**src/hdl/ppa_pkg.sv**
```systemverilog
`timescale 1ns / 1ps
`default_nettype none

package ppa_pkg;

  // Area geometry
  localparam int PAGE_COUNT = 256;
  localparam int PAGE_SHIFT = 12;

  // Field widths
  localparam int ADDR_W   = 32;
  localparam int LIM_W    = 9;
  localparam int STAT_W   = 3;
  localparam int IDX_W    = $clog2(PAGE_COUNT + 1);
  localparam int RAM_AW   = $clog2(PAGE_COUNT);
  localparam int CFG_IDX_W = 2;
  localparam int IN_DATA_W  = 32;
  localparam int OUT_DATA_W = 40;

  // Configuration register indexes
  localparam logic [CFG_IDX_W-1:0] CFG_BASE  = CFG_IDX_W'(0);
  localparam logic [CFG_IDX_W-1:0] CFG_LIMIT = CFG_IDX_W'(1);

  // Request kinds
  localparam logic FUNC_ALLOC = 1'b0;
  localparam logic FUNC_FREE  = 1'b1;

  // Result status codes
  typedef enum logic [STAT_W-1:0] {
    STAT_OK         = 3'd0,
    STAT_EXHAUSTED  = 3'd1,
    STAT_MISALIGNED = 3'd2,
    STAT_OUTSIDE    = 3'd3,
    STAT_NONE_USED  = 3'd4
  } status_e;

endpackage

`default_nettype wire

```
**src/hdl/page_pool_allocator.sv**
```systemverilog
`timescale 1ns / 1ps
`default_nettype none

// Page allocator for one area of fixed-size pages starting at base_address
// (register 0, low page-offset bits ignored) and holding min(page_limit,
// PAGE_COUNT) pages (register 1). An allocate word pops the most recently
// freed page from a LIFO free list held in a link memory, else takes the
// next never-used page from a bump pointer, else reports exhausted. A free
// word is checked for alignment, then area membership, then that some page
// is in use, and is pushed on the free list. The accept cycle of an input
// word reads the link memory at the list head; the ST_EXEC state then
// decides, writes the link memory back and loads the output register, and
// stays there while a held output waits. The next input word is taken while
// a result still waits in the output register. The link memory needs no
// clearing pass after reset. Configuration must be written only while the
// block is idle; the block itself does not enforce this.
module page_pool_allocator
  import ppa_pkg::*;
(
  input  wire logic                  clk_i,
  input  wire logic                  rst_ni,
  // Configuration write channel
  input  wire logic                  cfg_valid_i,
  output logic                       cfg_ready_o,
  input  wire logic [CFG_IDX_W-1:0]  cfg_index_i,
  input  wire logic [ADDR_W-1:0]     cfg_data_i,
  // Request stream
  input  wire logic                  s_axis_tvalid_i,
  output logic                       s_axis_tready_o,
  input  wire logic [IN_DATA_W-1:0]  s_axis_tdata_i,  // [31:0] free_address
  input  wire logic                  s_axis_tuser_i,  // [0] func
  // Result stream
  output logic                       m_axis_tvalid_o,
  input  wire logic                  m_axis_tready_i,
  output logic [OUT_DATA_W-1:0]      m_axis_tdata_o   // [31:0] page_address,
                                                      // [34:32] status,
                                                      // [35] pool_full,
                                                      // [36] area_empty,
                                                      // [39:37] zero
);

  typedef enum logic {
    ST_IDLE,
    ST_EXEC
  } state_e;

  state_e                state_q, state_d;
  logic                  out_valid_q, out_valid_d;
  logic [ADDR_W-1:0]     base_q;
  logic [LIM_W-1:0]      limit_q;
  logic [IDX_W-1:0]      head_q, head_d;
  logic [IDX_W-1:0]      bump_q, bump_d;
  logic [IDX_W-1:0]      used_q, used_d;
  logic                  func_q;
  logic [ADDR_W-1:0]     addr_q;
  logic [ADDR_W-1:0]     page_addr_q, page_addr_d;
  status_e               status_q, status_d;
  logic                  full_q, full_d;
  logic                  empty_q, empty_d;

  logic                  in_fire;
  logic                  commit;
  logic [IDX_W-1:0]      limit_eff;
  logic [ADDR_W-1:0]     base_eff;
  logic [ADDR_W-1:0]     addr_diff;
  logic [ADDR_W-1:0]     addr_page;
  logic [IDX_W-1:0]      grant_idx;
  logic [IDX_W-1:0]      link_rdata;
  logic                  link_we;
  logic [RAM_AW-1:0]     link_waddr;

  assign cfg_ready_o     = 1'b1;
  assign s_axis_tready_o = (state_q == ST_IDLE);
  assign in_fire         = s_axis_tvalid_i && s_axis_tready_o;
  assign commit          = (state_q == ST_EXEC) && (!out_valid_q || m_axis_tready_i);

  // Free-list links, read at the head every cycle
  ppa_ram #(
    .WIDTH (IDX_W),
    .DEPTH (PAGE_COUNT)
  ) u_link_ram (
    .clk_i   (clk_i),
    .we_i    (link_we),
    .waddr_i (link_waddr),
    .wdata_i (head_q),
    .raddr_i (head_q[RAM_AW-1:0]),
    .rdata_o (link_rdata)
  );

  // Effective area bounds
  always_comb begin
    if (32'(limit_q) >= 32'(PAGE_COUNT)) begin
      limit_eff = IDX_W'(PAGE_COUNT);
    end else begin
      limit_eff = IDX_W'(limit_q);
    end
    base_eff  = base_q & ~ADDR_W'((64'd1 << PAGE_SHIFT) - 64'd1);
    addr_diff = addr_q - base_eff;
    addr_page = addr_diff >> PAGE_SHIFT;
  end

  // Decide the request and form the result
  always_comb begin
    head_d      = head_q;
    bump_d      = bump_q;
    used_d      = used_q;
    page_addr_d = '0;
    status_d    = STAT_OK;
    link_we     = 1'b0;
    link_waddr  = addr_page[RAM_AW-1:0];
    grant_idx   = head_q;

    if (func_q == FUNC_ALLOC) begin
      if (32'(head_q) < 32'(PAGE_COUNT)) begin
        grant_idx = head_q;
        head_d    = link_rdata;
        if (32'(used_q) < 32'(PAGE_COUNT)) used_d = used_q + IDX_W'(1);
      end else if (bump_q < limit_eff) begin
        grant_idx = bump_q;
        bump_d    = bump_q + IDX_W'(1);
        if (32'(used_q) < 32'(PAGE_COUNT)) used_d = used_q + IDX_W'(1);
      end else begin
        status_d = STAT_EXHAUSTED;
      end
      if (status_d == STAT_OK) begin
        page_addr_d = base_eff + (ADDR_W'(grant_idx) << PAGE_SHIFT);
      end
    end else begin
      if (addr_q[PAGE_SHIFT-1:0] != '0) begin
        status_d = STAT_MISALIGNED;
      end else if ((addr_q < base_eff) || (addr_page >= ADDR_W'(limit_eff))) begin
        status_d = STAT_OUTSIDE;
      end else if (used_q == '0) begin
        status_d = STAT_NONE_USED;
      end else begin
        link_we = commit;
        head_d  = IDX_W'(addr_page);
        used_d  = used_q - IDX_W'(1);
      end
    end

    full_d  = (used_d == limit_eff);
    empty_d = (used_d == '0);
  end

  // Sequence the two steps and hold the output register
  always_comb begin
    state_d     = state_q;
    out_valid_d = out_valid_q;
    if (m_axis_tready_i) out_valid_d = 1'b0;
    case (state_q)
      ST_IDLE: begin
        if (in_fire) state_d = ST_EXEC;
      end
      ST_EXEC: begin
        if (commit) begin
          state_d     = ST_IDLE;
          out_valid_d = 1'b1;
        end
      end
      default: state_d = ST_IDLE;
    endcase
  end

  always_ff @(posedge clk_i or negedge rst_ni) begin
    if (!rst_ni) begin
      state_q     <= ST_IDLE;
      out_valid_q <= 1'b0;
      head_q      <= IDX_W'(PAGE_COUNT);
      bump_q      <= '0;
      used_q      <= '0;
      base_q      <= '0;
      limit_q     <= LIM_W'(256);
    end else begin
      state_q     <= state_d;
      out_valid_q <= out_valid_d;
      if (commit) begin
        head_q <= head_d;
        bump_q <= bump_d;
        used_q <= used_d;
      end
      if (cfg_valid_i && cfg_ready_o) begin
        if (cfg_index_i == CFG_BASE)  base_q  <= cfg_data_i;
        if (cfg_index_i == CFG_LIMIT) limit_q <= cfg_data_i[LIM_W-1:0];
      end
    end
  end

  // Capture the request word and the result word
  always_ff @(posedge clk_i) begin
    if (in_fire) begin
      func_q <= s_axis_tuser_i;
      addr_q <= s_axis_tdata_i[ADDR_W-1:0];
    end
    if (commit) begin
      page_addr_q <= page_addr_d;
      status_q    <= status_d;
      full_q      <= full_d;
      empty_q     <= empty_d;
    end
  end

  assign m_axis_tvalid_o = out_valid_q;
  assign m_axis_tdata_o  = {3'b000, empty_q, full_q, status_q, page_addr_q};

  // Checks
  a_used_bound: assert property (@(posedge clk_i) disable iff (!rst_ni)
    32'(used_q) <= 32'(PAGE_COUNT))
    else $error("used count above page count");

  a_head_bound: assert property (@(posedge clk_i) disable iff (!rst_ni)
    32'(head_q) <= 32'(PAGE_COUNT) && 32'(bump_q) <= 32'(PAGE_COUNT))
    else $error("free head or bump pointer out of range");

  a_one_at_a_time: assert property (@(posedge clk_i) disable iff (!rst_ni)
    in_fire |=> !s_axis_tready_o)
    else $error("request accepted while one is at work");

  a_state_hold: assert property (@(posedge clk_i) disable iff (!rst_ni)
    !commit |=> $stable(used_q) && $stable(head_q) && $stable(bump_q))
    else $error("allocator state changed without a committed request");

endmodule

`default_nettype wire

```
**src/hdl/ppa_ram.sv**
```systemverilog
`timescale 1ns / 1ps
`default_nettype none

module ppa_ram #(
  parameter int WIDTH = 8,
  parameter int DEPTH = 16
) (
  input  wire logic                     clk_i,
  input  wire logic                     we_i,
  input  wire logic [$clog2(DEPTH)-1:0] waddr_i,
  input  wire logic [WIDTH-1:0]         wdata_i,
  input  wire logic [$clog2(DEPTH)-1:0] raddr_i,
  output logic      [WIDTH-1:0]         rdata_o
);

  logic [WIDTH-1:0] mem [DEPTH];

  // Write port and registered read port
  always_ff @(posedge clk_i) begin
    if (we_i) begin
      mem[waddr_i] <= wdata_i;
    end
    rdata_o <= mem[raddr_i];
  end

endmodule

`default_nettype wire
```
**config.mk**
```make
export PLATFORM = sky130hd
export DESIGN_NAME = page_pool_allocator
export DESIGN_NICKNAME = d
export VERILOG_FILES = /design/src/hdl/ppa_pkg.sv /design/src/hdl/page_pool_allocator.sv /design/src/hdl/ppa_ram.sv
export SDC_FILE = /design/constraint.sdc
export NUM_CORES = 2
export LEC_CHECK = 0
export BUFFER_PORTS_ARGS = -buffer_cell sky130_fd_sc_hd__buf_4
export CORE_MARGIN = 1
export CORE_UTILIZATION = 55
export DETAILED_ROUTE_END_ITERATION = 16
export GPL_TIMING_DRIVEN = 0
export PLACE_DENSITY = 0.76
export SETUP_SLACK_MARGIN = 0.4
export SYNTH_ARGS = -nofsm -noshare
export SYNTH_HDL_FRONTEND = slang
export SYNTH_SLANG_ARGS = --single-unit
```
**constraint.sdc**
```tcl
create_clock -name clk_i -period 5.9 [get_ports clk_i]
set_input_delay 1.475 -clock clk_i [delete_from_list [all_inputs] [get_ports clk_i]]
set_output_delay 1.475 -clock clk_i [all_outputs]
set_load 0.005 [all_outputs]
```
; Yosys cells after proc, flatten, opt, wreduce, memory -nomap -nowiden
; Memories as Yosys holds them, arrays and structs flattened. A register that Yosys moved wholly into a read port is not among the register bits.
; Index checks and enable logic that the tools add are counted.
[classes]
reduce_logical = 16
n_addsub = 5
eq_ne = 5
mux = 35
n_lt_le_gt_ge = 6
bitwise = 4
[op_table]
columns = cell, count
row1 = two-way mux 9 bit, 16
row2 = adder 32 x 21 -> 32 bit, 1
row3 = less-than comparator 32 bit, 1
row4 = subtractor 32 bit, 1
row5 = greater-or-equal comparator 20 x 9 -> 1 bit, 1
row6 = "adder 9 x 1 -> 9 bit, second input constant", 2
row7 = zero test 9 bit, 2
row8 = "less-than comparator 9 bit, second input constant", 2
row9 = two-way mux 3 bit, 5
row10 = two-way mux 1 bit, 13
row11 = nonzero test 12 bit, 1
row12 = == test 9 bit, 1
row13 = "greater-or-equal comparator 9 bit, second input constant", 1
row14 = less-than comparator 9 bit, 1
row15 = "subtractor 9 x 1 -> 9 bit, second input constant", 1
row16 = "!= test 2 bit, second input constant", 3
row17 = AND reduction 5 bit, 1
row18 = inverter 1 bit, 4
row19 = AND reduction 2 bit, 2
row20 = AND reduction 4 bit, 1
row21 = zero test 3 bit, 1
row22 = "== test 2 x 1 -> 1 bit, second input constant", 1
row23 = logical AND 1 bit, 2
row24 = zero test 2 bit, 1
row25 = other kinds (5), 6
[word_totals]
out_inout_bits = 43
reg_bits = 140
ram_bits = 2304
n_memories = 1
input_bits = 72
elab_cells = 85
[memory_table]
columns = memory, depth, width, rd, rd_clocked_by_memory_dff, write_ports, line
row1 = u_link_ram.mem, 256, 9, 1, 1, 1, ppa_ram.sv:16  ; logic [WIDTH-1:0] mem [DEPTH];

; Depth between registers and ports, before layout
[depth]
ltp_word = 9
depth_mapped = 23
ltp_nobuf = 22

; Hierarchy
; A second synthesis with hierarchy kept.
[unflattened]
cells_unflattened = 4988
area_unflattened_um2 = 96832.9
[modules_own_cells]
columns = mod, area_per_inst_um2, cells_per_inst, instances, seq_area_each_um2
row1 = ppa_ram, 89278.1, 4237, 1, 69366.5
row2 = page_pool_allocator, 7554.7, 751, 1, 3195.6

; Least setup slack after synthesis
; OpenSTA, ideal clock, no wires.
[synth_timing]
path_type = flip-flop to flip-flop
from = register head_q[0]
to = register page_addr_q[28] (data pin)
setup_ns = 0.266
path_stages_with_launch = 17
path_slack_ns = -0.647
t_required_ns = 5.634
period_less_slack_ns = 6.547
arrival_time_ns = 6.281
path_cell_list = dfrtp_1 clkbuf_1 buf_2 clkbuf_1 mux2_2 ha_1 fa_1 a21o_1 a21oi_1 o21bai_1 a21oi_1 o21bai_1 a21o_1 a21oi_1 nor4_1 xnor2_1 nor2_1
[synth_via]
elab_chain_cells = 6
[synth_lines]
columns = element, line
row1 = "start, declared", page_pool_allocator.sv:51  ; logic [IDX_W-1:0] head_q, head_d;
row2 = "start signal, assigned", page_pool_allocator.sv:169  ; head_q <= IDX_W'(PAGE_COUNT);
row3 = "parallel branches: the longest is 6 deep, another holds adder 32 x 21 -> 32 bit", --
row4 = "end signal, assigned", page_pool_allocator.sv:196  ; page_addr_q <= page_addr_d;
row5 = "end, declared", page_pool_allocator.sv:56  ; logic [ADDR_W-1:0] page_addr_q, page_addr_d;
; Several ways; the timed one is not identified. The select of a mux whose other input is x is not followed.
; A chain may end at the register's enable or synchronous reset.

==> flow_summary_export.csv <==
group,metric,value,unit
synthesis,area_share_of_and_or_nand_nor_cells_after_synthesis,0.0256,
sta,timing.fmax,0.178,GHz
worst_setup_path,cp-end-kind,"flip-flop",
routing,detail_route.first_pass.iterations,8,
status,run_status,"complete, but fails checks",
cts,worst_setup_hold_path_clk_slew,0.06,ns
place,detailed_place_hpwl,154000,um
synthesis,dominant_combinational_cell_family_by_area_after_synthesis,"multiplexers",
worst_setup_path,chain_of_cells_forming_the_critical_path,"buf_16 -> clkbuf_1 -> clkbuf_1 -> mux4_2 -> mux4_2 -> mux4_2 -> mux4_2",
floorplan,initial_core_util,0.554,
cts,cts.hold.buffers_added,0,
status,violations_in_the_final_reports,"max-capacitance violations, max-slew violations",
place,final_replace_weighted_congestion,0.895,
sta,layout_min_cycle_time,5.61,ns
synthesis,async_flop_share,0.0239,
grt,antenna_found_initial,24,
synthesis,synth-seq-area-share,0.754,
synthesis,synth_flop_cell,"sky130_fd_sc_hd__edfxtp_1",
synthesis,synth_enable_flop_cells,2362,
layout,syn_to_final_growth,18.1,%
layout,final_net_count,5048,
worst_setup_path,critical-path-slowest-cell,"sky130_fd_sc_hd__clkbuf_1",
synthesis,yosys_warnings,0,
grt,gr-total-overflow,0,
layout,utilization,0.654,
worst_setup_path,critical_path_buf_inv_count,3,
power_and_ir_drop,power_leakage,35.8,nW
power_and_ir_drop,power_density,506,nW/um^2
routing,initialDrtViolationCount,8570,
floorplan,fp.dieW,420,um
layout,layout.filler_cells,10539,
grt,grt_most_used_layer,"met2",
sta,period_utilization_post_route,0.951,
synthesis,synth_seq_cells,2429,
layout,final_cell_mix,"2,362 x sky130_fd_sc_hd__edfxtp_1, 765 x sky130_fd_sc_hd__mux4_2, 233 x sky130_fd_sc_hd__clkbuf_16",
cts,clock_path_buffers,3,
sta,finalHoldViolations,0,
synthesis,synth.area.mux_share,0.183,
sta,timing.hold.ws,0.509,ns
place,port_buffers,95,
synthesis,yosys.area_share.xor_xnor,0.00428,
routing,detail-route-antenna-nets,0,
synthesis,ys_types,75,
floorplan,floorplan.die.height,420,um
place,dpl_cell_area,101000,um^2
floorplan,fp.coreArea,174000,um^2
routing,final_wirelength,281000,um
grt,groute.layer.met3.usage,0.0784,
synthesis,synth_area_per_cell,22.0,um^2
sta,timing_worst_slew_pin_value,1.68,ns
layout,ff_latch_area,72600,um^2
floorplan,floorplan.io_pins,115,
worst_setup_path,cp-start-kind,"flip-flop",
sta,timing.final.ws_setup,0.289,ns
floorplan,total_die_area,177000,um^2
grt,met2_use_gr,0.478,
power_and_ir_drop,maximum_ir_drop_on_the_vdd_rail,364,uV
grt,global_route_wire_length_before_repair,376000,um
worst_setup_path,max_fo_critical_path,89,
cts,clk-insertion-delay-late,0.92,ns
cts,cts_bufs_inserted,228,
routing,dr_total_vias,52134,
layout,multi_input_area,24500,um^2
grt,first_global_vias,50030,
synthesis,complex_gate_fraction_of_the_synthesized_area,0.0137,
synthesis,post_synth_inst_count,4374,
sta,setup_viol_count_final,0,
worst_setup_path,crit_required,6.59,ns
sta,totalNegativeSetupSlack,0,ns
worst_hold_path,holdCritPathClass,"reg2reg",
cts,ctsHtreeMaxLevel,4,
cts,tritoncts_clock_tree,"yes",
job,cap_violations,3,
cts,cts.sink_count,2429,
layout,layout-drive-gt1-share,0.367,
worst_setup_path,timing.critical_path.max_delay_family,"multiplexers",
sta,slew_headroom,-0.121,
routing,routed_via_density,6.99,
layout,final_common_cell,"sky130_fd_sc_hd__edfxtp_1",
sta,rsz_0062_raised_after_global_routing,"true",
floorplan,num_rows,153,
grt,met1_usage,0.408,
sta,worst_clock_skew,0.0824,ns
worst_setup_path,critical_path_class,"reg2reg",
worst_setup_path,cpPeakStageDelay,0.96,ns
routing,detail_route.drc_violations,0,
worst_setup_path,cpMostUsedCell,"sky130_fd_sc_hd__mux4_2",
place,preCtsSetupSlack,-1.47,ns
grt,grt_start_max_net_pins,101,
sta,final-max-slew-violation-count,19,
place,placed_cells_incl_taps,6833,
power_and_ir_drop,final_total_pwr,57.5,mW
layout,instances_no_fill,7459,
cts,cts-root-buf,"sky130_fd_sc_hd__clkbuf_16",
layout,post-route-cell-area,114000,um^2
worst_setup_path,cp.arrival,6.30,ns
synthesis,post_synth_fa_ha_maj_area_fraction,0.00678,
grt,grtUsageTotal,0.308,
routing,route.detailed.wl_per_inst,37.6,um
synthesis,synth.cell_area,96300,um^2
-- cell usage after synthesis (all sizes together), types with 5 or more instances --
master / count / area share
inv: 49 / 0.0019
nor3: 20 / 0.0010
nand4: 14 / 0.00091
o21ai: 51 / 0.0027
clkbuf: 155 / 0.0060
o211ai: 7 / 0.00055
nand2: 95 / 0.0041
xnor2: 38 / 0.0035
nand3b: 5 / 0.00039
o21a: 9 / 0.00070
xor2: 9 / 0.00082
a21oi: 55 / 0.0029
mux2: 22 / 0.0026
dfrtp: 56 / 0.015
and2: 9 / 0.00058
o21bai: 8 / 0.00062
a21o: 13 / 0.0010
o22ai: 5 / 0.00032
nand3: 21 / 0.0011
or3: 8 / 0.00052
nor2: 323 / 0.013
buf: 93 / 0.0052
mux4: 765 / 0.18
edfxtp: 2362 / 0.74
ha: 49 / 0.0064
a211oi: 5 / 0.00039
and3: 7 / 0.00045
dfxtp: 9 / 0.0019
mux2i: 11 / 0.0011
nor4: 13 / 0.0015
nor2b: 12 / 0.00078
nand2b: 5 / 0.00032
-- repair_timing --
item,4_1_cts,5_1_grt
gates resized for setup,507,172
buffers inserted,99,76
endpoints found under the setup margin,2343,2311
cloned,3,10
pin swaps,66,68
-- sequential cells by signal, indices dropped and copies added (netlist names) --
register and count:
func_q 1, page_addr_q 20, limit_q 9, u_link_ram.rdata_o 9, state_q 1, m_axis_tvalid_o 1, used_q 9, base_q 20
u_link_ram.mem 2304, status_q 3, addr_q 32, bump_q 9, full_q 1, head_q 9, empty_q 1
-- final timing paths --
kind	cells after the start	startpoint	slack (ns)	to
min in group asynchronous	1	rst_ni	0.67	limit_q[2]
worst max-delay path	7	head_q[0]	0.29	u_link_ram.rdata_o[0]
worst max register to register	7	head_q[0]	0.29	u_link_ram.rdata_o[0]
max in group asynchronous	1	rst_ni	4.54	head_q[1]
worst min-delay path	1	limit_q[4]	0.51	limit_q[4]
worst min register to register	1	limit_q[4]	0.51	limit_q[4]
-- logic make-up (layout without fill, tap and decap cells) --
group,count (synthesis),after routing
AND/OR/NAND/NOR,546,551
multiplexers,798,798
XOR/XNOR,47,47
buffers and inverters,298,1032
AO/OA/AOI/OAI,203,203
flip-flops,2429,2429
adder cells (fa/ha/maj),51,51
other,2,23
-- worst register-to-register path, cell delays in order, from the launching register on --
cell	delay [ns]
sky130_fd_sc_hd__dfrtp_4	0.83
sky130_fd_sc_hd__buf_16	0.44
sky130_fd_sc_hd__clkbuf_1	0.70
sky130_fd_sc_hd__clkbuf_1	0.96
sky130_fd_sc_hd__mux4_2	0.65
sky130_fd_sc_hd__mux4_2	0.56
sky130_fd_sc_hd__mux4_2	0.67
sky130_fd_sc_hd__mux4_2	0.63
-- metal layers --
metal	routed length [um]	vias to the layer above
met3	35600	993
met4	18000	22
met5	147	-
met2	134000	4840
met1	93300	26790
li1	-	19489
-- layout make-up --
| cell class | count | share of cell area |
|---|---|---|
| diodes | 7 | 0.000154 |
| plain buffers | 246 | 0.0122 |
| clock buffers | 275 | 0.0520 |
| clock inverters | 157 | 0.0175 |
| inverters | 50 | 0.00168 |
| multi-input cells | 1666 | 0.216 |
| flip-flops and latches | 2429 | 0.639 |
| well taps | 2325 | 0.0256 |
| repair buffers | 304 | 0.0367 |
-- where the power goes --
| group | leakage, nW | total [mW] | switching (mW) | internal (mW) |
|---|---|---|---|---|
| Combinational | 10.1 | 19.5 | 12.3 | 7.25 |
| Clock | 3.80 | 15.6 | 6.91 | 8.68 |
| Sequential | 21.9 | 22.4 | 0.786 | 21.6 |
| Total | 35.8 | 57.5 | 20.0 | 37.5 |
No activity file was read; power rests on OpenSTA's default activity.
